$ cat config.mk
export PLATFORM = sky130hd
export DESIGN_NAME = adc_scan_median_filter_top
export DESIGN_NICKNAME = d
export VERILOG_FILES = /design/src/asmf_pkg.sv /design/src/asmf_ram.sv /design/src/asmf_ctrl.sv /design/src/asmf_dp.sv /design/src/adc_scan_median_filter_top.sv
export SDC_FILE = /design/constraint.sdc
export NUM_CORES = 1
export LEC_CHECK = 0
export BUFFER_PORTS_ARGS = -buffer_cell sky130_fd_sc_hd__buf_2
export CAP_MARGIN = 20
export CORE_ASPECT_RATIO = 2
export CORE_MARGIN = 2
export CORE_UTILIZATION = 57
export DETAILED_ROUTE_END_ITERATION = 10
export GPL_TIMING_DRIVEN = 0
export PLACE_DENSITY_LB_ADDON = 0.05
export SETUP_SLACK_MARGIN = 0.5
export SYNTH_ARGS = -nofsm -noshare
export SYNTH_HDL_FRONTEND = slang
export SYNTH_SLANG_ARGS = --single-unit
$ cat constraint.sdc
create_clock -name clk -period 4.64 [get_ports clk]
set_input_delay 0 -clock clk [delete_from_list [all_inputs] [get_ports clk]]
set_output_delay 0 -clock clk [all_outputs]
set_load 0.01 [all_outputs]
$ cat src/asmf_pkg.sv
// shared constants, types and helpers of the adc scan median filter
package asmf_pkg;

	localparam int CHANNEL_SLOTS     = 5;
	localparam int SAMPLE_ROUNDS_DEF = 8;
	localparam int SAMPLE_BITS_DEF   = 12;
	localparam int SAMPLE_PORT_BITS  = 12;
	localparam int CHANNEL_BITS      = 4;
	localparam int SLOT_BITS         = 3;

	localparam logic ACT_TICK  = 1'b0;
	localparam logic ACT_QUERY = 1'b1;

	localparam logic [CHANNEL_BITS-1:0] CH_SLOT0 = 4'd10;
	localparam logic [CHANNEL_BITS-1:0] CH_SLOT1 = 4'd11;
	localparam logic [CHANNEL_BITS-1:0] CH_SLOT2 = 4'd12;
	localparam logic [CHANNEL_BITS-1:0] CH_SLOT3 = 4'd13;
	localparam logic [CHANNEL_BITS-1:0] CH_SLOT4 = 4'd15;

	typedef enum logic [2:0] {
		ST_IDLE,
		ST_CAND,
		ST_FIRST,
		ST_CMP,
		ST_CHECK,
		ST_DONE
	} asmf_state_t;

	typedef struct packed {
		logic tick_go;
		logic query_go;
		logic cand_rd;
		logic cand_cap;
		logic cmp_rd;
		logic cmp_acc;
		logic cand_next;
		logic med_load;
	} asmf_cmd_t;

	typedef struct packed {
		logic out_free;
		logic cmp_end;
		logic hit;
		logic slot_ok;
	} asmf_status_t;

	function automatic logic [CHANNEL_BITS-1:0] slot_channel(input logic [SLOT_BITS-1:0] slot);
		logic [CHANNEL_BITS-1:0] ch;
		case (slot)
			3'd0: ch = CH_SLOT0;
			3'd1: ch = CH_SLOT1;
			3'd2: ch = CH_SLOT2;
			3'd3: ch = CH_SLOT3;
			3'd4: ch = CH_SLOT4;
			default: ch = '0;
		endcase
		return ch;
	endfunction

endpackage

$ cat src/asmf_ram.sv
// generic single-write single-read ram with registered read data
module asmf_ram #(
	parameter int WIDTH = 12,
	parameter int DEPTH = 40
) (
	input  logic                                 clk,
	input  logic                                 we,
	input  logic [(DEPTH > 1 ? $clog2(DEPTH) : 1)-1:0] waddr,
	input  logic [WIDTH-1:0]                     wdata,
	input  logic                                 re,
	input  logic [(DEPTH > 1 ? $clog2(DEPTH) : 1)-1:0] raddr,
	output logic [WIDTH-1:0]                     rdata
);

	logic [WIDTH-1:0] mem_q [DEPTH];

	always_ff @(posedge clk) begin
		if (we) begin
			mem_q[waddr] <= wdata;
		end
		if (re) begin
			rdata <= mem_q[raddr];
		end
	end

endmodule

$ cat src/asmf_ctrl.sv
// controller state machine: transfer acceptance and median rank search sequencing
module asmf_ctrl (
	input  logic                   clk,
	input  logic                   arst_n,
	input  logic                   in_valid,
	input  logic                   action,
	output logic                   in_stall,
	input  asmf_pkg::asmf_status_t st,
	output asmf_pkg::asmf_cmd_t    cmd
);

	asmf_pkg::asmf_state_t state_q, state_d;

	always_ff @(posedge clk or negedge arst_n) begin
		if (!arst_n) begin
			state_q <= asmf_pkg::ST_IDLE;
		end else begin
			state_q <= state_d;
		end
	end

	always_comb begin
		state_d = state_q;
		case (state_q)
			asmf_pkg::ST_IDLE: begin
				if (in_valid && st.out_free && action == asmf_pkg::ACT_QUERY) begin
					state_d = asmf_pkg::ST_CAND;
				end
			end
			asmf_pkg::ST_CAND: begin
				state_d = st.slot_ok ? asmf_pkg::ST_FIRST : asmf_pkg::ST_DONE;
			end
			asmf_pkg::ST_FIRST: begin
				state_d = asmf_pkg::ST_CMP;
			end
			asmf_pkg::ST_CMP: begin
				if (st.cmp_end) begin
					state_d = asmf_pkg::ST_CHECK;
				end
			end
			asmf_pkg::ST_CHECK: begin
				state_d = st.hit ? asmf_pkg::ST_DONE : asmf_pkg::ST_CAND;
			end
			asmf_pkg::ST_DONE: begin
				if (st.out_free) begin
					state_d = asmf_pkg::ST_IDLE;
				end
			end
			default: state_d = asmf_pkg::ST_IDLE;
		endcase
	end

	always_comb begin
		cmd      = '0;
		in_stall = 1'b1;
		case (state_q)
			asmf_pkg::ST_IDLE: begin
				in_stall = !st.out_free;
				if (in_valid && st.out_free) begin
					cmd.tick_go  = (action == asmf_pkg::ACT_TICK);
					cmd.query_go = (action == asmf_pkg::ACT_QUERY);
				end
			end
			asmf_pkg::ST_CAND: begin
				cmd.cand_rd = st.slot_ok;
			end
			asmf_pkg::ST_FIRST: begin
				cmd.cand_cap = 1'b1;
				cmd.cmp_rd   = 1'b1;
			end
			asmf_pkg::ST_CMP: begin
				cmd.cmp_acc = 1'b1;
				cmd.cmp_rd  = !st.cmp_end;
			end
			asmf_pkg::ST_CHECK: begin
				cmd.cand_next = !st.hit;
			end
			asmf_pkg::ST_DONE: begin
				cmd.med_load = st.out_free;
			end
			default: begin
				cmd      = '0;
				in_stall = 1'b1;
			end
		endcase
	end

endmodule

$ cat src/asmf_dp.sv
// datapath: scan counters, sample store with valid flags, rank counters, output register
module asmf_dp #(
	parameter int SAMPLE_ROUNDS = asmf_pkg::SAMPLE_ROUNDS_DEF,
	parameter int SAMPLE_BITS   = asmf_pkg::SAMPLE_BITS_DEF
) (
	input  logic                                    clk,
	input  logic                                    arst_n,
	input  asmf_pkg::asmf_cmd_t                     cmd,
	output asmf_pkg::asmf_status_t                  st,
	input  logic [asmf_pkg::SAMPLE_PORT_BITS-1:0]   sample,
	input  logic [asmf_pkg::SLOT_BITS-1:0]          query_channel,
	output logic                                    out_valid,
	input  logic                                    out_stall,
	output logic                                    start_valid,
	output logic [asmf_pkg::CHANNEL_BITS-1:0]       start_channel,
	output logic                                    stored_valid,
	output logic                                    median_valid,
	output logic [asmf_pkg::SAMPLE_PORT_BITS-1:0]   median_value
);

	localparam int Depth = SAMPLE_ROUNDS * asmf_pkg::CHANNEL_SLOTS;
	localparam int AddrW = $clog2(Depth);
	localparam int RowW  = SAMPLE_ROUNDS > 1 ? $clog2(SAMPLE_ROUNDS) : 1;
	localparam int CntW  = $clog2(SAMPLE_ROUNDS + 1);
	localparam int MedRank = (SAMPLE_ROUNDS - 1) / 2;

	logic                               setup_q;
	logic [asmf_pkg::SLOT_BITS-1:0]     slot_q;
	logic [RowW-1:0]                    round_q;
	logic [Depth-1:0]                   vld_q;
	logic [RowW-1:0]                    cand_row_q;
	logic [CntW-1:0]                    cmp_row_q;
	logic [asmf_pkg::SLOT_BITS-1:0]     qslot_q;
	logic [SAMPLE_BITS-1:0]             cand_val_q;
	logic [CntW-1:0]                    less_q;
	logic [CntW-1:0]                    leq_q;
	logic                               rvld_s1;
	logic                               out_valid_q;
	logic                               start_valid_q;
	logic [asmf_pkg::CHANNEL_BITS-1:0]  start_channel_q;
	logic                               stored_valid_q;
	logic                               median_valid_q;
	logic [asmf_pkg::SAMPLE_PORT_BITS-1:0] median_value_q;

	logic                               wr_en;
	logic [AddrW-1:0]                   waddr;
	logic [SAMPLE_BITS-1:0]             wdata;
	logic                               rd_en;
	logic [RowW-1:0]                    rd_row;
	logic [AddrW-1:0]                   raddr;
	logic [SAMPLE_BITS-1:0]             rdata;
	logic [SAMPLE_BITS-1:0]             rval;
	logic                               last_slot;

	assign wr_en     = cmd.tick_go && !setup_q;
	assign waddr     = AddrW'(32'(round_q) * asmf_pkg::CHANNEL_SLOTS + 32'(slot_q));
	assign wdata     = SAMPLE_BITS'(sample);
	assign rd_en     = cmd.cand_rd || cmd.cmp_rd;
	assign rd_row    = cmd.cand_rd ? cand_row_q : cmp_row_q[RowW-1:0];
	assign raddr     = AddrW'(32'(rd_row) * asmf_pkg::CHANNEL_SLOTS + 32'(qslot_q));
	assign rval      = rvld_s1 ? rdata : '0;
	assign last_slot = (slot_q == asmf_pkg::SLOT_BITS'(asmf_pkg::CHANNEL_SLOTS - 1));

	asmf_ram #(
		.WIDTH(SAMPLE_BITS),
		.DEPTH(Depth)
	) u_store (
		.clk  (clk),
		.we   (wr_en),
		.waddr(waddr),
		.wdata(wdata),
		.re   (rd_en),
		.raddr(raddr),
		.rdata(rdata)
	);

	assign st.out_free = !out_valid_q || !out_stall;
	assign st.cmp_end  = (cmp_row_q == CntW'(SAMPLE_ROUNDS));
	assign st.hit      = (less_q <= CntW'(MedRank)) && (leq_q > CntW'(MedRank));
	assign st.slot_ok  = (qslot_q < asmf_pkg::SLOT_BITS'(asmf_pkg::CHANNEL_SLOTS));

	// scan sequencer state and per-entry valid flags
	always_ff @(posedge clk or negedge arst_n) begin
		if (!arst_n) begin
			setup_q <= 1'b1;
			slot_q  <= '0;
			round_q <= '0;
			vld_q   <= '0;
		end else if (cmd.tick_go) begin
			setup_q <= !setup_q;
			if (!setup_q) begin
				vld_q[waddr] <= 1'b1;
				if (last_slot) begin
					slot_q <= '0;
					if (round_q == RowW'(SAMPLE_ROUNDS - 1)) begin
						round_q <= '0;
					end else begin
						round_q <= round_q + 1'b1;
					end
				end else begin
					slot_q <= slot_q + 1'b1;
				end
			end
		end
	end

	// rank search
	always_ff @(posedge clk) begin
		if (rd_en) begin
			rvld_s1 <= vld_q[raddr];
		end
		if (cmd.query_go) begin
			qslot_q    <= query_channel;
			cand_row_q <= '0;
		end else if (cmd.cand_next) begin
			cand_row_q <= cand_row_q + 1'b1;
		end
		if (cmd.cand_rd) begin
			cmp_row_q <= '0;
			less_q    <= '0;
			leq_q     <= '0;
		end else begin
			if (cmd.cmp_rd) begin
				cmp_row_q <= cmp_row_q + 1'b1;
			end
			if (cmd.cmp_acc) begin
				less_q <= less_q + CntW'(rval < cand_val_q);
				leq_q  <= leq_q + CntW'(rval <= cand_val_q);
			end
		end
		if (cmd.cand_cap) begin
			cand_val_q <= rval;
		end
	end

	// output register
	always_ff @(posedge clk or negedge arst_n) begin
		if (!arst_n) begin
			out_valid_q <= 1'b0;
		end else if (cmd.tick_go || cmd.med_load) begin
			out_valid_q <= 1'b1;
		end else if (!out_stall) begin
			out_valid_q <= 1'b0;
		end
	end

	always_ff @(posedge clk) begin
		if (cmd.tick_go) begin
			start_valid_q   <= setup_q;
			start_channel_q <= setup_q ? asmf_pkg::slot_channel(slot_q) : '0;
			stored_valid_q  <= !setup_q;
			median_valid_q  <= 1'b0;
			median_value_q  <= '0;
		end else if (cmd.med_load) begin
			start_valid_q   <= 1'b0;
			start_channel_q <= '0;
			stored_valid_q  <= 1'b0;
			median_valid_q  <= 1'b1;
			median_value_q  <= st.slot_ok ? asmf_pkg::SAMPLE_PORT_BITS'(cand_val_q) : '0;
		end
	end

	assign out_valid     = out_valid_q;
	assign start_valid   = start_valid_q;
	assign start_channel = start_channel_q;
	assign stored_valid  = stored_valid_q;
	assign median_valid  = median_valid_q;
	assign median_value  = median_value_q;

endmodule

$ cat src/adc_scan_median_filter_top.sv
// top level of the adc scan sequencer with per-channel median filter
// scan tick: result registered in the cycle after its transfer; the next tick is
//   taken right after unless out_stall holds the output
// median query: candidate rows tried in turn, each against all rows by serial ram reads
// reset: set-up phase, slot 0, round 0; store reads as zero through per-entry valid flags
module adc_scan_median_filter_top #(
	parameter int SAMPLE_ROUNDS = asmf_pkg::SAMPLE_ROUNDS_DEF,
	parameter int SAMPLE_BITS   = asmf_pkg::SAMPLE_BITS_DEF
) (
	input  logic                                  clk,
	input  logic                                  arst_n,
	input  logic                                  in_valid,
	output logic                                  in_stall,
	input  logic                                  action,
	input  logic [asmf_pkg::SAMPLE_PORT_BITS-1:0] sample,
	input  logic [asmf_pkg::SLOT_BITS-1:0]        query_channel,
	output logic                                  out_valid,
	input  logic                                  out_stall,
	output logic                                  start_valid,
	output logic [asmf_pkg::CHANNEL_BITS-1:0]     start_channel,
	output logic                                  stored_valid,
	output logic                                  median_valid,
	output logic [asmf_pkg::SAMPLE_PORT_BITS-1:0] median_value
);

	asmf_pkg::asmf_cmd_t    cmd;
	asmf_pkg::asmf_status_t st;

	asmf_ctrl u_ctrl (
		.clk     (clk),
		.arst_n  (arst_n),
		.in_valid(in_valid),
		.action  (action),
		.in_stall(in_stall),
		.st      (st),
		.cmd     (cmd)
	);

	asmf_dp #(
		.SAMPLE_ROUNDS(SAMPLE_ROUNDS),
		.SAMPLE_BITS  (SAMPLE_BITS)
	) u_dp (
		.clk          (clk),
		.arst_n       (arst_n),
		.cmd          (cmd),
		.st           (st),
		.sample       (sample),
		.query_channel(query_channel),
		.out_valid    (out_valid),
		.out_stall    (out_stall),
		.start_valid  (start_valid),
		.start_channel(start_channel),
		.stored_valid (stored_valid),
		.median_valid (median_valid),
		.median_value (median_value)
	);

endmodule
; ---- Word-level counts from Yosys, hierarchy flattened
; Memories as Yosys holds them, arrays and structs flattened. A register that Yosys moved wholly into a read port is not among the register bits.
; Cells that the tools add are included.
[totals]
ramBits = 480
register_bits = 101
mem_count = 1
output_inout_bits = 21
wordCells = 110
[classes]
addsub = 8
eq_ne = 15
magnitude_cmp = 8
n_reduce_logical = 20
n_mux = 35
mul = 2
n_bitwise = 3
[mem_list]
columns = name, words, word_bits, rd, rd_ports_with_merged_regs, wr, line
row1 = u_dp.u_store.mem_q, 40, 12, 1, 1, 1, asmf_ram.sv:15  ; logic [WIDTH-1:0] mem_q [DEPTH];
[ops]
columns = op, n
row1 = OR 40 bit, 1
row2 = two-way mux 12 bit, 2
row3 = two-way mux 3 bit, 8
row4 = one-hot mux 4 bit (5 select lines), 1
row5 = one-hot mux 3 bit (6 select lines), 1
row6 = two-way mux 1 bit, 15
row7 = < comparator 6 x 7 -> 1 bit (second input constant), 2
row8 = adder 6 x 3 -> 6 bit, 2
row9 = equality test 3 x 2 -> 1 bit (second input constant), 4
row10 = equality test 3 bit (second input constant), 4
row11 = <= comparator 12 bit, 1
row12 = < comparator 12 bit, 1
row13 = multiplier 3 x 3 -> 6 bit (second input constant), 2
row14 = two-way mux 4 bit, 3
row15 = adder 3 x 1 -> 3 bit (second input constant), 3
row16 = adder 4 x 1 -> 4 bit, 2
row17 = != test 2 x 1 -> 1 bit (second input constant), 4
row18 = binary-select mux 1 bit (select 6 bit), 1
row19 = demux 1 bit (select 6 bit), 1
row20 = equality test 3 x 1 -> 1 bit (second input constant), 2
row21 = >= comparator 6 x 1 -> 1 bit (second input constant), 1
row22 = zero test 1 bit, 6
row23 = zero test 3 bit, 2
row24 = AND reduction 3 bit, 2
row25 = other kinds (12), 20

; ---- Longest topological paths before layout
; Gate-level depths: netlist (run 1).
[logic_depth]
ltp_word = 8
ltp_mapped = 19
ltp_nobuf = 14

; ---- By module
; A second synthesis (run 1) with hierarchy kept.
[hier_totals]
hier_cells = 1471
hier_area_um2 = 24601.1
[by_module_without_submodules]
columns = mod, area_per_inst_um2, instances, cells_per_inst, seq_area_each_um2
row1 = asmf_ram, 19386.1, 1, 1005, 14774.2
row2 = asmf_dp, 4926.0, 1, 433, 2423.6
row3 = asmf_ctrl, 289.0, 1, 33, 75.1

; ---- Least setup slack after synthesis (run 1)
; OpenSTA, ideal clock, no wires.
[synth_timing]
path_type = register -> register
start = register u_ctrl.state_q[1]
end = register u_dp.u_store.rdata[8] (read register of u_dp.u_store.mem_q), data pin
n_path_buf = 3
setup_time_ns = 0.132
synth_period_minus_slack_ns = 4.759
slack_ns = -0.119
stages_incl_launch_ff = 16
required_time_ns = 4.508
t_arrival_ns = 4.627
cell_sequence = dfrtp_1 > or3b_4 > nor2_1 > clkbuf_1 > mux2_2 > ha_1 > ha_1 > fa_1 > clkbuf_1 > inv_1 > nand2_1 > clkbuf_1 > a211oi_1 > o41a_1 > o31ai_1 > o311a_1
[synth_via]
elab_chain_len = 5
elab_cells_between_ends = 9
cone_classes = 1 x add/sub / 1 x mul / 3 x eq/ne / 3 x mux / 1 x reduce/logical
[synth_rtl]
columns = element, line
row1 = from (decl), asmf_ctrl.sv:12  ; asmf_pkg::asmf_state_t state_q, state_d;
row2 = from (signal assigned), asmf_ctrl.sv:16  ; state_q <= asmf_pkg::ST_IDLE;
row3 = from (signal assigned), asmf_ctrl.sv:18  ; state_q <= state_d;
row4 = equality test 3 x 1 -> 1 bit, asmf_ctrl.sv:56  ; case (state_q)
row5 = two-way mux 1 bit, asmf_ctrl.sv:56
row6 = two-way mux 3 bit, asmf_dp.sv:59  ; assign rd_row = cmd.cand_rd ? cand_row_q : cmp_row_q[RowW-1:0];
row7 = multiplier 3 x 3 -> 6 bit, asmf_dp.sv:60  ; assign raddr = AddrW'(32'(rd_row) * asmf_pkg::CHANNEL_SLOTS + 32'(qslot_q));
row8 = adder 6 x 3 -> 6 bit, asmf_dp.sv:60
row9 = to (decl), asmf_ram.sv:12  ; output logic [WIDTH-1:0] rdata
; Several ways; a longest one is shown, not always the timed one.
; A chain may end at the register's enable or synchronous reset.

; ---- Worst setup path after layout (run 1)
; Same ends and word-level chain as after synthesis.

==> key figures, run 1 <==
Power
  – Combinational Power Share: a little under three fifths
  – Reg power frac: around 25%
  – Peak supply drop: around 490 uV
  – Internal: 15.0 mW
  – Cell Pwr Density: between 800 and 900 mW/mm^2
  – Overall power: about 26 mW
  – Static Leakage: approximately 11 nW
  – Switching pwr: 11.1 mW
  – Sw Ratio: 42.5%
  – Clock share of power: 18.0%

Worst setup path
  – Critical Path Source Type: register
  – Req. time, crit path: 4980 ps
  – Critical path arrival: between 4000 and 5000 ps
  – CP max FO: 8
  – Crit path kind: reg2reg
  – Setup crit end kind: register

Synth
  – Compound-cell area share of the yosys netlist: between 10% and 20%
  – Post-synthesis mux area share: roughly 8.9%
  – XOR/XNOR Fraction of Synth Area: less than 1%
  – Syn_nets: between 1500 and 2000
  – Largest family of logic cells by synthesized area: compound AO/OA/AOI/OAI gates
  – Top FF cell, synth: edfxtp_1
  – Register area share after synthesis: about 65%
  – Post-synthesis adder-cell area fraction: between 2 and 2.5%
  – Synth cell types: 68
  – Ys Warns: 0
  – Simple-Gate Fraction of Synth Area: roughly a tenth
  – EDFF count, synth: ~500
  – Seq cells post-synth: approximately 600
  – Synth Instances: 1877
  – Cell area after synthesis: roughly 0.027 sq mm
  – Post-synth ARST share: 8.60%
  – Synth Area per Inst: around 14 sq um

Routing
  – Number of routed nets with antenna violations: 0
  – DRC Markers: 0
  – Drt initial violations: ~1600
  – First-pass DRT Iterations: 6
  – Via Count: ~18000
  – Total wire length: 82.1 mm
  – Via density: about 6.5
  – DR WL/cell: 30.0 um

STA
  – RSZ-0062 raised after global routing: yes
  – Final setup viols: 0
  – Slew Viols, Final: 0
  – Slew @ Worst Pin: around 1100 ps
  – Max-slew headroom: 24.6%
  – PnR worst setup slack: about 190 ps
  – Period Utilization, post-route: about 96%
  – Setup_tns: 0 ps
  – Min Clock Period, post-route: about 4500 ps
  – Fmax: 0.225 GHz
  – Max Clock Skew: ~17 ps
  – Final hold violations: 0

Clock network
  – Total CTS buffers: 51
  – Root Driver: clkbuf_16
  – Clk slew on worst S/H paths: approximately 70 ps
  – Num Clock Sinks: a little under 600
  – Max clock buf depth: 3
  – H-Tree Depth: 2
  – TritonCTS clock tree: yes
  – Worst-Skew Late Latency: about 600 ps

Floorplanning
  – Die footprint: between 0.04 and 0.05 sq mm
  – Starting density of the core: a little under three fifths
  – Row Count: 112
  – DIE HEIGHT: 310 um
  – Die X: 157 um
  – Ports: 41
  – Core ar.: 0.0465 sq mm

Placement
  – GPL Wtd Cong: approximately 0.98
  – Post-DP HPWL: 57.2 mm
  – Dpl ws: -1470 ps
  – Placed inst area: between 0.02 and 0.03 sq mm
  – Port Buf Inserts: 40

Final layout
  – Proportion of layout cells with a drive suffix above 1: roughly a quarter
  – FF+latch area: about 0.017 sq mm
  – Most frequent cells in the layout: edfxtp_1 (514), nor2_1 (149), nand3b_1 (90), buf_4 (77), inv_1 (71)
  – Final instance area: 0.0317 sq mm
  – Antenna cell count: 0
  – Final nets: approximately 2100
  – Synth-to-layout area growth: 18.3%
  – Multi-input gate area: around 0.0095 sq mm
  – # fillers: ~3300
  – Most common cell after layout, fill and taps aside: edfxtp_1

Global routing
  – Pin count of the biggest net entering global routing: 41
  – Remaining Overflow, GRT: 0
  – Initial antenna violation count: 1
  – First-pass GRT wire length: ~120 mm
  – Vias in the first global route: 18420
  – Total track usage: between 30% and 40%

Worst hold path
  – Min-Delay Path Class: in2reg

Run
  – Maxcap violations: 0

Outcome
  – Status: finished clean
## power by group through the flow
stage	logic [mW]	clock network, mW	registers (mW)
finish	14.9	4.69	6.54
global route	15.5	4.89	6.58
global placement	11.1	0	6.64
floorplan	7.06	0	6.62
detailed placement	11.3	0	6.65
CTS	13.8	4.72	6.54
## registers in the layout, indices dropped and copies added, names as in the netlist, 3 cells and up
name and flops:
u_dp.u_store.mem_q 480, u_dp.slot_q 3, u_dp.cand_row_q 3, u_dp.qslot_q 3, u_dp.cand_val_q 12, u_dp.less_q 4, u_dp.vld_q 40, u_dp.round_q 3
u_dp.u_store.rdata 12, u_dp.start_channel 4, u_dp.cmp_row_q 4, u_dp.leq_q 4, u_dp.median_value 12, u_ctrl.state_q 3
## worst paths after layout
kind / start / end / slack, ps / cells past startpoint
max: u_ctrl.state_q[1]$_DFFE_PN0P_ / u_dp.u_store.rdata[8]$_DFFE_PP_ / 190 / 15
min: sample[11] / u_dp.u_store.mem_q[19][11]$_DFFE_PP_ / 30 / 1
max reg2reg: u_ctrl.state_q[1]$_DFFE_PN0P_ / u_dp.u_store.rdata[8]$_DFFE_PP_ / 190 / 15
min reg2reg: u_dp.median_value[3]$_SDFFE_PP0P_ / u_dp.median_value[3]$_SDFFE_PP0P_ / 450 / 2
max in group asynchronous: arst_n / u_dp.slot_q[1]$_DFFE_PN0P_ / 2750 / 4
min in group asynchronous: arst_n / u_dp.setup_q$_DFFE_PN1P_ / 510 / 3
## metrics by stage
step / hold slack, ps / utilization [%] / instances
final: 34.3 / 68.1 / 2740
after global routing: 59.4 / 68.1 / 2740
after CTS: 16.2 / 67.2 / 2714
after detailed placement: 12.9 / 60.4 / 2581
after global placement: 184 / 59.7 / 2544
after floorplan: -296 / - / 1877
## cells in the mapped netlist (14+ instances only)
cell | count | share of area [%]
a211oi_1 | 59 | 1.7
mux2_2 | 27 | 1.1
a22oi_1 | 44 | 1.2
or3b_2 | 44 | 1.4
and2_1 | 14 | 0.33
mux2i_1 | 76 | 2.8
ha_1 | 42 | 2.0
dfrtp_1 | 50 | 4.7
a22o_1 | 33 | 1.1
nand2_1 | 50 | 0.70
nand3b_1 | 90 | 2.5
a311o_1 | 45 | 1.7
inv_1 | 72 | 1.0
nor3_1 | 50 | 0.94
or2_2 | 20 | 0.47
o22ai_1 | 15 | 0.35
mux4_2 | 56 | 4.7
edfxtp_1 | 514 | 58
o21bai_1 | 20 | 0.56
a21oi_1 | 38 | 0.71
nor2_1 | 164 | 2.3
buf_1 | 16 | 0.22
nand3_1 | 21 | 0.39
clkbuf_1 | 94 | 1.3
dfxtp_1 | 28 | 2.1
buf_2 | 16 | 0.30
## worst max-delay path, stage by stage, from the launching register on
cell,delay [ps]
dfrtp_2,440
or3b_4,440
nor2_4,120
buf_8,120
mux2_4,340
ha_4,250
ha_4,270
fa_1,430
buf_8,170
inv_12,70
nand2_8,90
clkbuf_16,220
a211oi_4,500
a22o_2,380
o31ai_2,130
o311a_1,190
## layer usage
layer  vias to the layer above  wire length [um]  GRT usage, %
met5                         -                 0             0
met4                         0              8240          27.0
met3                       333              4430          4.99
met2                       784             43300          62.1
met1                      8977             26200          34.1
li1                       7717                 -             -
## cell families after synthesis
kind of cell | Yosys count
adders and majority gates | 44
DFF | 593
AOI/OAI and AO/OA | 361
buffers and inverters | 206
muxes | 164
xor gates and xnor gates | 16
and+or+nand+nor | 493
## timing repair
| item | in CTS | in global routing |
|---|---|---|
| pin swaps | 17 | 23 |
| hold buffers | 13 | 0 |
| gates resized for setup | 200 | 58 |
| buffers inserted | 23 | 19 |
| endpoints found under the hold margin | 116 | 0 |
| cloned | 2 | 1 |
| setup endpoints to repair | 13 | 13 |
## layout make-up
cell class | instances | share of cell area, %
multi-input cells | 1078 | 29.9
well taps | 627 | 2.48
plain buffers | 133 | 2.95
clock inverters | 35 | 1.58
repair buffers | 141 | 3.47
clock buffers | 60 | 4.20
inverters | 73 | 0.905
flip-flops and latches | 593 | 54.6
Power figures use the tool's default switching activity.
==> inputs of run 2 (changes only) <==
Settings changed: CAP_MARGIN 20 to 10, GPL_TIMING_DRIVEN 0 to unset.
==> key figures, run 2 (synthesis results as in run 1) <==
Clock network
  – Clk slew on worst S/H paths: around 70 ps
  – Root Driver: clkbuf_16
  – Total CTS buffers: 52
  – Num Clock Sinks: a little under 600
  – Max clock buf depth: 3
  – H-Tree Depth: 2
  – TritonCTS clock tree: yes
  – Worst-Skew Late Latency: 600 ps

Worst setup path
  – CP max FO: 10
  – Crit path kind: reg2reg
  – Top delay family on crit path: adder cells
  – Critical path arrival: about 4500 ps
  – Setup crit end kind: register
  – Crit-path slowest cell: fa_2
  – Logic depth of the worst path, buffers included: 13
  – CP Capture Point: u_dp.u_store.rdata[9]$_DFFE_PP_
  – R2R Path End: u_dp.u_store.rdata[9]$_DFFE_PP_
  – Crit-path cells: or3b_4, nor2_4, mux2_4, ha_4, ha_4, fa_2, clkinv_4, nand2_8, buf_6, a211oi_1, o41a_1, o31ai_4, o311a_1
  – Reg2reg start: u_ctrl.state_q[1]$_DFFE_PN0P_
  – Max incr delay on CP: roughly 700 ps
  – Reg2Reg Depth: 13
  – Critical Path Source Type: register
  – Most frequent CP cell: ha_4
  – Reg-to-reg slack, setup: between 600 and 700 ps
  – Crit path from: u_ctrl.state_q[1]$_DFFE_PN0P_
  – Crit path buffers/inverters: 2
  – Req. time, crit path: 5100 ps

Final layout
  – Proportion of layout cells with a drive suffix above 1: around a fifth
  – Most frequent cells in the layout: edfxtp_1 (514), nor2_1 (161), buf_4 (96), nand3b_1 (90), mux2i_1 (76)
  – Synth-to-layout area growth: 13.3%
  – Final instance area: between 0.03 and 0.04 sq mm
  – Final core utilization: approximately 65%
  – Fin cells: between 2000 and 3000
  – Biggest regs: u_dp.u_store.mem_q (480), u_dp.vld_q (40)
  – Top reg by flops: u_dp.u_store.mem_q
  – Antenna cell count: 0
  – Final nets: just over 2000
  – Most common cell after layout, fill and taps aside: edfxtp_1
  – Number of flip-flops in the largest register: 480

Power
  – Overall power: around 23 mW
  – Static Leakage: approximately 11 nW
  – Cell Pwr Density: roughly 770 mW/mm^2
  – Peak supply drop: 870 uV

Placement
  – Dpl ws: 58.1 ps
  – Placed inst area: between 0.02 and 0.03 sq mm
  – Post-DP HPWL: a little under 50 mm
  – Port Buf Inserts: 40
  – GPL Wtd Cong: 0.904
  – Dpl cells: around 2500

Global routing
  – Pin count of the biggest net entering global routing: about 120
  – Initial antenna violation count: 2
  – Vias in the first global route: ~17000
  – Remaining Overflow, GRT: 0
  – First-pass GRT wire length: between 100 and 150 mm
  – Total track usage: between 30% and 40%

Routing
  – Number of routed nets with antenna violations: 0
  – DR WL/cell: 28.4 um
  – Via Count: ~17000
  – Total wire length: roughly 75 mm
  – Via density: 6.46
  – Top routing layer used: met5
  – WL met2: 38.6 mm
  – Met3 routed WL: 3.94 mm
  – DRC Markers: 0
  – Drt initial violations: between 1500 and 2000
  – Metal-1 WL: about 26 mm
  – First-pass DRT Iterations: 8

STA
  – Slew @ Worst Pin: roughly 1200 ps
  – Final hold violations: 0
  – Period Utilization, post-route: between 80% and 90%
  – Max-slew headroom: between 20% and 30%
  – PnR worst setup slack: roughly 600 ps
  – Final setup viols: 0
  – Final hold slack: 52.2 ps
  – Min Clock Period, post-route: between 4000 and 5000 ps
  – Setup_tns: 0 ps
  – Max Clock Skew: between 15 and 20 ps
  – Slew Viols, Final: 0
  – RSZ-0062 raised after global routing: no
  – Fmax: 0.248 GHz

Floorplanning
  – Row Count: 112
  – Starting density of the core: a little under three fifths
  – Die footprint: 0.0488 sq mm
  – Die X: roughly 160 um
  – DIE HEIGHT: 310 um
  – Ports: 41
  – Core ar.: roughly 0.047 sq mm

Worst hold path
  – Min-Delay Path Class: in2reg

Run
  – Maxcap violations: 0

Outcome
  – Status: finished clean
## run 2: changes by cell type in the layout (fill, tap and decap cells not counted), moves of 9 or more
cell,change
nor2_2,-11
mux2i_1,+17
a21oi_1,+11
buf_2,-20
mux2i_2,-16
a41oi_1,+10
clkbuf_16,-9
a211oi_1,+10
nor2_1,+12
a21oi_2,-9
buf_6,-11
buf_1,-12
buf_4,+19
clkbuf_1,-58
## run 2: what timing repair did
action                                 in CTS  in global routing
setup endpoints to repair                  13                 13
setup buffers                               3                  5
endpoints found under the hold margin      73                  0
hold buffers                                9                  0
pin swaps                                   5                 13
gates resized for setup                    25                 27
cloned                                      3                  0
## run 2: worst register-to-register path, delay by kind of cell, from the launching register on
kind	cells	cell delay, ps
and+or+nand+nor	3	710
AOI/OAI and AO/OA	4	1010
adders and majority gates	3	1160
buffers and inverters	2	320
DFF	1	380
muxes	1	330
## run 2: worst min-delay path by stage
stage                     startpoint  slack, ps  depth (start not counted)                                  end
after floorplan               arst_n       -300                          0        u_ctrl.state_q[0]$_DFFE_PN0P_
after global placement        arst_n        170                          2           u_dp.slot_q[1]$_DFFE_PN0P_
after detailed placement      arst_n        180                          2          u_dp.round_q[0]$_DFFE_PN0P_
after CTS                  sample[8]         30                          1  u_dp.u_store.mem_q[11][8]$_DFFE_PP_
after global routing       sample[2]         70                          1  u_dp.u_store.mem_q[11][2]$_DFFE_PP_
final                      sample[8]         50                          1  u_dp.u_store.mem_q[11][8]$_DFFE_PP_
## run 2: where the power goes
part	internal, mW	switching, mW	total, mW
Sequential	6.35	0.309	6.66
Combinational	4.92	7.31	12.2
Clock	2.50	1.99	4.50
## run 2: per-layer routing
layer  vias up  track usage, %
met5         -               0
met4         2            20.5
met3       195            3.96
met2       648            54.4
met1      8627            35.5
li1       7496               -
## run 2: cell type report
cell class	instances	area, sq um
clock buffers	68	1440
clock inverters	29	340
fillers	3421	16200
inverters	73	283
multi-input cells	1079	8950
flip-flops and latches	593	17300
well taps	627	785
repair buffers	158	1260
==> inputs of run 3 (changes only) <==
--- a/config.mk
+++ b/config.mk
@@ -10,5 +10,6 @@
 export CORE_ASPECT_RATIO = 2
-export CORE_MARGIN = 2
+export CORE_MARGIN = 4
 export CORE_UTILIZATION = 57
 export DETAILED_ROUTE_END_ITERATION = 10
+export HOLD_SLACK_MARGIN = 0.15
 export PLACE_DENSITY_LB_ADDON = 0.05
==> constraint.sdc (replaced) <==
create_clock -name clk -period 4.64 [get_ports clk]
set_input_delay 0.696 -clock clk [delete_from_list [all_inputs] [get_ports clk]]
set_output_delay 0.696 -clock clk [all_outputs]
set_load 0.01 [all_outputs]
==> key figures, run 3 (synthesis results as in run 1) <==
Outcome
  – Status: finished clean

Floorplanning
  – Die footprint: just over 0.05 sq mm
  – Starting density of the core: a little under three fifths
  – Row Count: 112
  – Die X: 161 um
  – Ports: 41
  – DIE HEIGHT: about 310 um
  – Core ar.: approximately 0.047 sq mm

STA
  – RSZ-0062 raised after global routing: no
  – Final hold violations: 0
  – Period Utilization, post-route: between 80 and 90%
  – Final hold slack: between 200 and 300 ps
  – Final setup viols: 0
  – Slew @ Worst Pin: approximately 1100 ps
  – Fmax: approximately 0.25 GHz
  – Max Clock Skew: 15.0 ps
  – Slew Viols, Final: 0
  – Max-slew headroom: between 20 and 30%
  – Min Clock Period, post-route: ~4000 ps

Final layout
  – Most frequent cells in the layout: edfxtp_1 (514), nor2_1 (160), buf_4 (109), nand3b_1 (90), inv_1 (71)
  – Proportion of layout cells with a drive suffix above 1: between 20% and 30%
  – Number of flip-flops in the largest register: 480
  – Final core utilization: around 66%
  – Synth-to-layout area growth: 14.2%
  – Biggest regs: u_dp.u_store.mem_q (480), u_dp.vld_q (40)
  – Most common cell after layout, fill and taps aside: edfxtp_1
  – Top reg by flops: u_dp.u_store.mem_q
  – Antenna cell count: 0
  – Final nets: about 2000

Global routing
  – Remaining Overflow, GRT: 0
  – Vias in the first global route: around 17000
  – Total track usage: 29.2%
  – Pin count of the biggest net entering global routing: roughly 130
  – Initial antenna violation count: 0
  – First-pass GRT wire length: 110 mm

Power
  – Peak supply drop: 644 uV
  – Overall power: between 20 and 25 mW
  – Cell Pwr Density: a little under 800 mW/mm^2
  – Static Leakage: around 11 nW

Worst setup path
  – Critical Path Source Type: register
  – Reg2reg start: u_ctrl.state_q[1]$_DFFE_PN0P_
  – Crit path from: u_ctrl.state_q[1]$_DFFE_PN0P_
  – Max incr delay on CP: approximately 520 ps
  – Crit path buffers/inverters: 3
  – Crit path kind: reg2reg
  – Reg2Reg Depth: 14
  – Top delay family on crit path: adder cells
  – Req. time, crit path: a little over 5000 ps
  – Setup crit end kind: register
  – Crit-path slowest cell: fa_2
  – R2R Path End: u_dp.u_store.rdata[5]$_DFFE_PP_
  – Crit-path cells: or3b_4, nor2_4, mux2_4, ha_4, ha_4, fa_2, buf_12, nand2_8, buf_12, a211oi_2, o41a_1, o31ai_2, buf_4, o311a_1
  – CP max FO: 8
  – Logic depth of the worst path, buffers included: 14
  – Critical path arrival: around 4500 ps
  – Reg-to-reg slack, setup: 600 ps

Routing
  – DR WL/cell: between 20 and 30 um
  – Metal-1 WL: roughly 26 mm
  – Number of routed nets with antenna violations: 0
  – Top routing layer used: met4
  – Total wire length: between 70 and 80 mm
  – Met3 routed WL: 4.05 mm
  – DRC Markers: 0
  – Via density: roughly 6.5
  – Drt initial violations: between 1500 and 2000
  – WL met2: approximately 39 mm
  – Via Count: 17120
  – First-pass DRT Iterations: 5

Clock network
  – Clk slew on worst S/H paths: 60 ps
  – TritonCTS clock tree: yes
  – Total CTS buffers: between 50 and 60
  – Max clock buf depth: 3
  – Worst-Skew Late Latency: 590 ps
  – CTS Hold Buffers Added: 0
  – Num Clock Sinks: 593
  – H-Tree Depth: 2
  – Root Driver: clkbuf_16

Placement
  – Post-DP HPWL: about 48 mm
  – Port Buf Inserts: 40
  – GPL Wtd Cong: just over 0.9

Run
  – Maxcap violations: 0

Worst hold path
  – Min-Delay Path Class: in2async
## run 3: worst max path at each step
stage / to / slack [ps]
final: u_dp.u_store.rdata[5]$_DFFE_PP_ / 600
after global routing: u_dp.u_store.rdata[9]$_DFFE_PP_ / 470
after CTS: u_dp.u_store.rdata[4]$_DFFE_PP_ / 500
after detailed placement: u_dp.u_store.rdata[7]$_DFFE_PP_ / -110
after global placement: u_dp.u_store.rdata[1]$_DFFE_PP_ / -50
after floorplan: u_dp.u_store.rdata[4]$_DFFE_PP_ / 490
## run 3: stage by stage
step           area, sq um  cells  setup TNS (ps)  setup slack [ps]
2_1_floorplan        26800   1877               0               494
3_3_place_gp         28200   2526            -122             -51.8
3_5_place_dp         28200   2526            -263              -115
4_1_cts              30300   2629               0               502
5_1_grt              30500   2638               0               471
6_report             30500   2638               0               596
## run 3: worst reg2reg max path, cell delays in order, from the launching register on
cell      delay (ps)
dfrtp_1          380
or3b_4           420
nor2_4           150
mux2_4           350
ha_4             280
ha_4             200
fa_2             530
buf_12           180
nand2_8          160
buf_12           160
a211oi_2          60
o41a_1           460
o31ai_2          250
buf_4            150
o311a_1          170
## run 3: layer usage
| layer | global-route usage [%] | vias up |
|---|---|---|
| met2 | 51.5 | 705 |
| met1 | 33.5 | 8680 |
| met4 | 19.1 | 0 |
| met3 | 3.34 | 215 |
| met5 | 0 | - |
| li1 | - | 7520 |
## run 3: area by class of cell
type | count | area, sq um
flip-flops and latches | 593 | 17300
fillers | 3357 | 16000
multi-input cells | 1078 | 8970
repair buffers | 170 | 1470
clock buffers | 71 | 1440
well taps | 627 | 785
clock inverters | 26 | 332
inverters | 73 | 277
## run 3: what timing repair did
item | 4_1_cts | 5_1_grt
gates resized for setup | 53 | 10
cloned | 4 | 4
setup buffers | 2 | 5
pin swaps | 7 | 7
endpoints found under the setup margin | 13 | 13
## run 3: where the power goes
group	leakage (nW)	internal [mW]	switching [mW]
Clock	0.866	2.58	1.93
Sequential	5.55	6.35	0.282
Combinational	4.53	5.35	7.76
Total	11.0	14.3	9.97
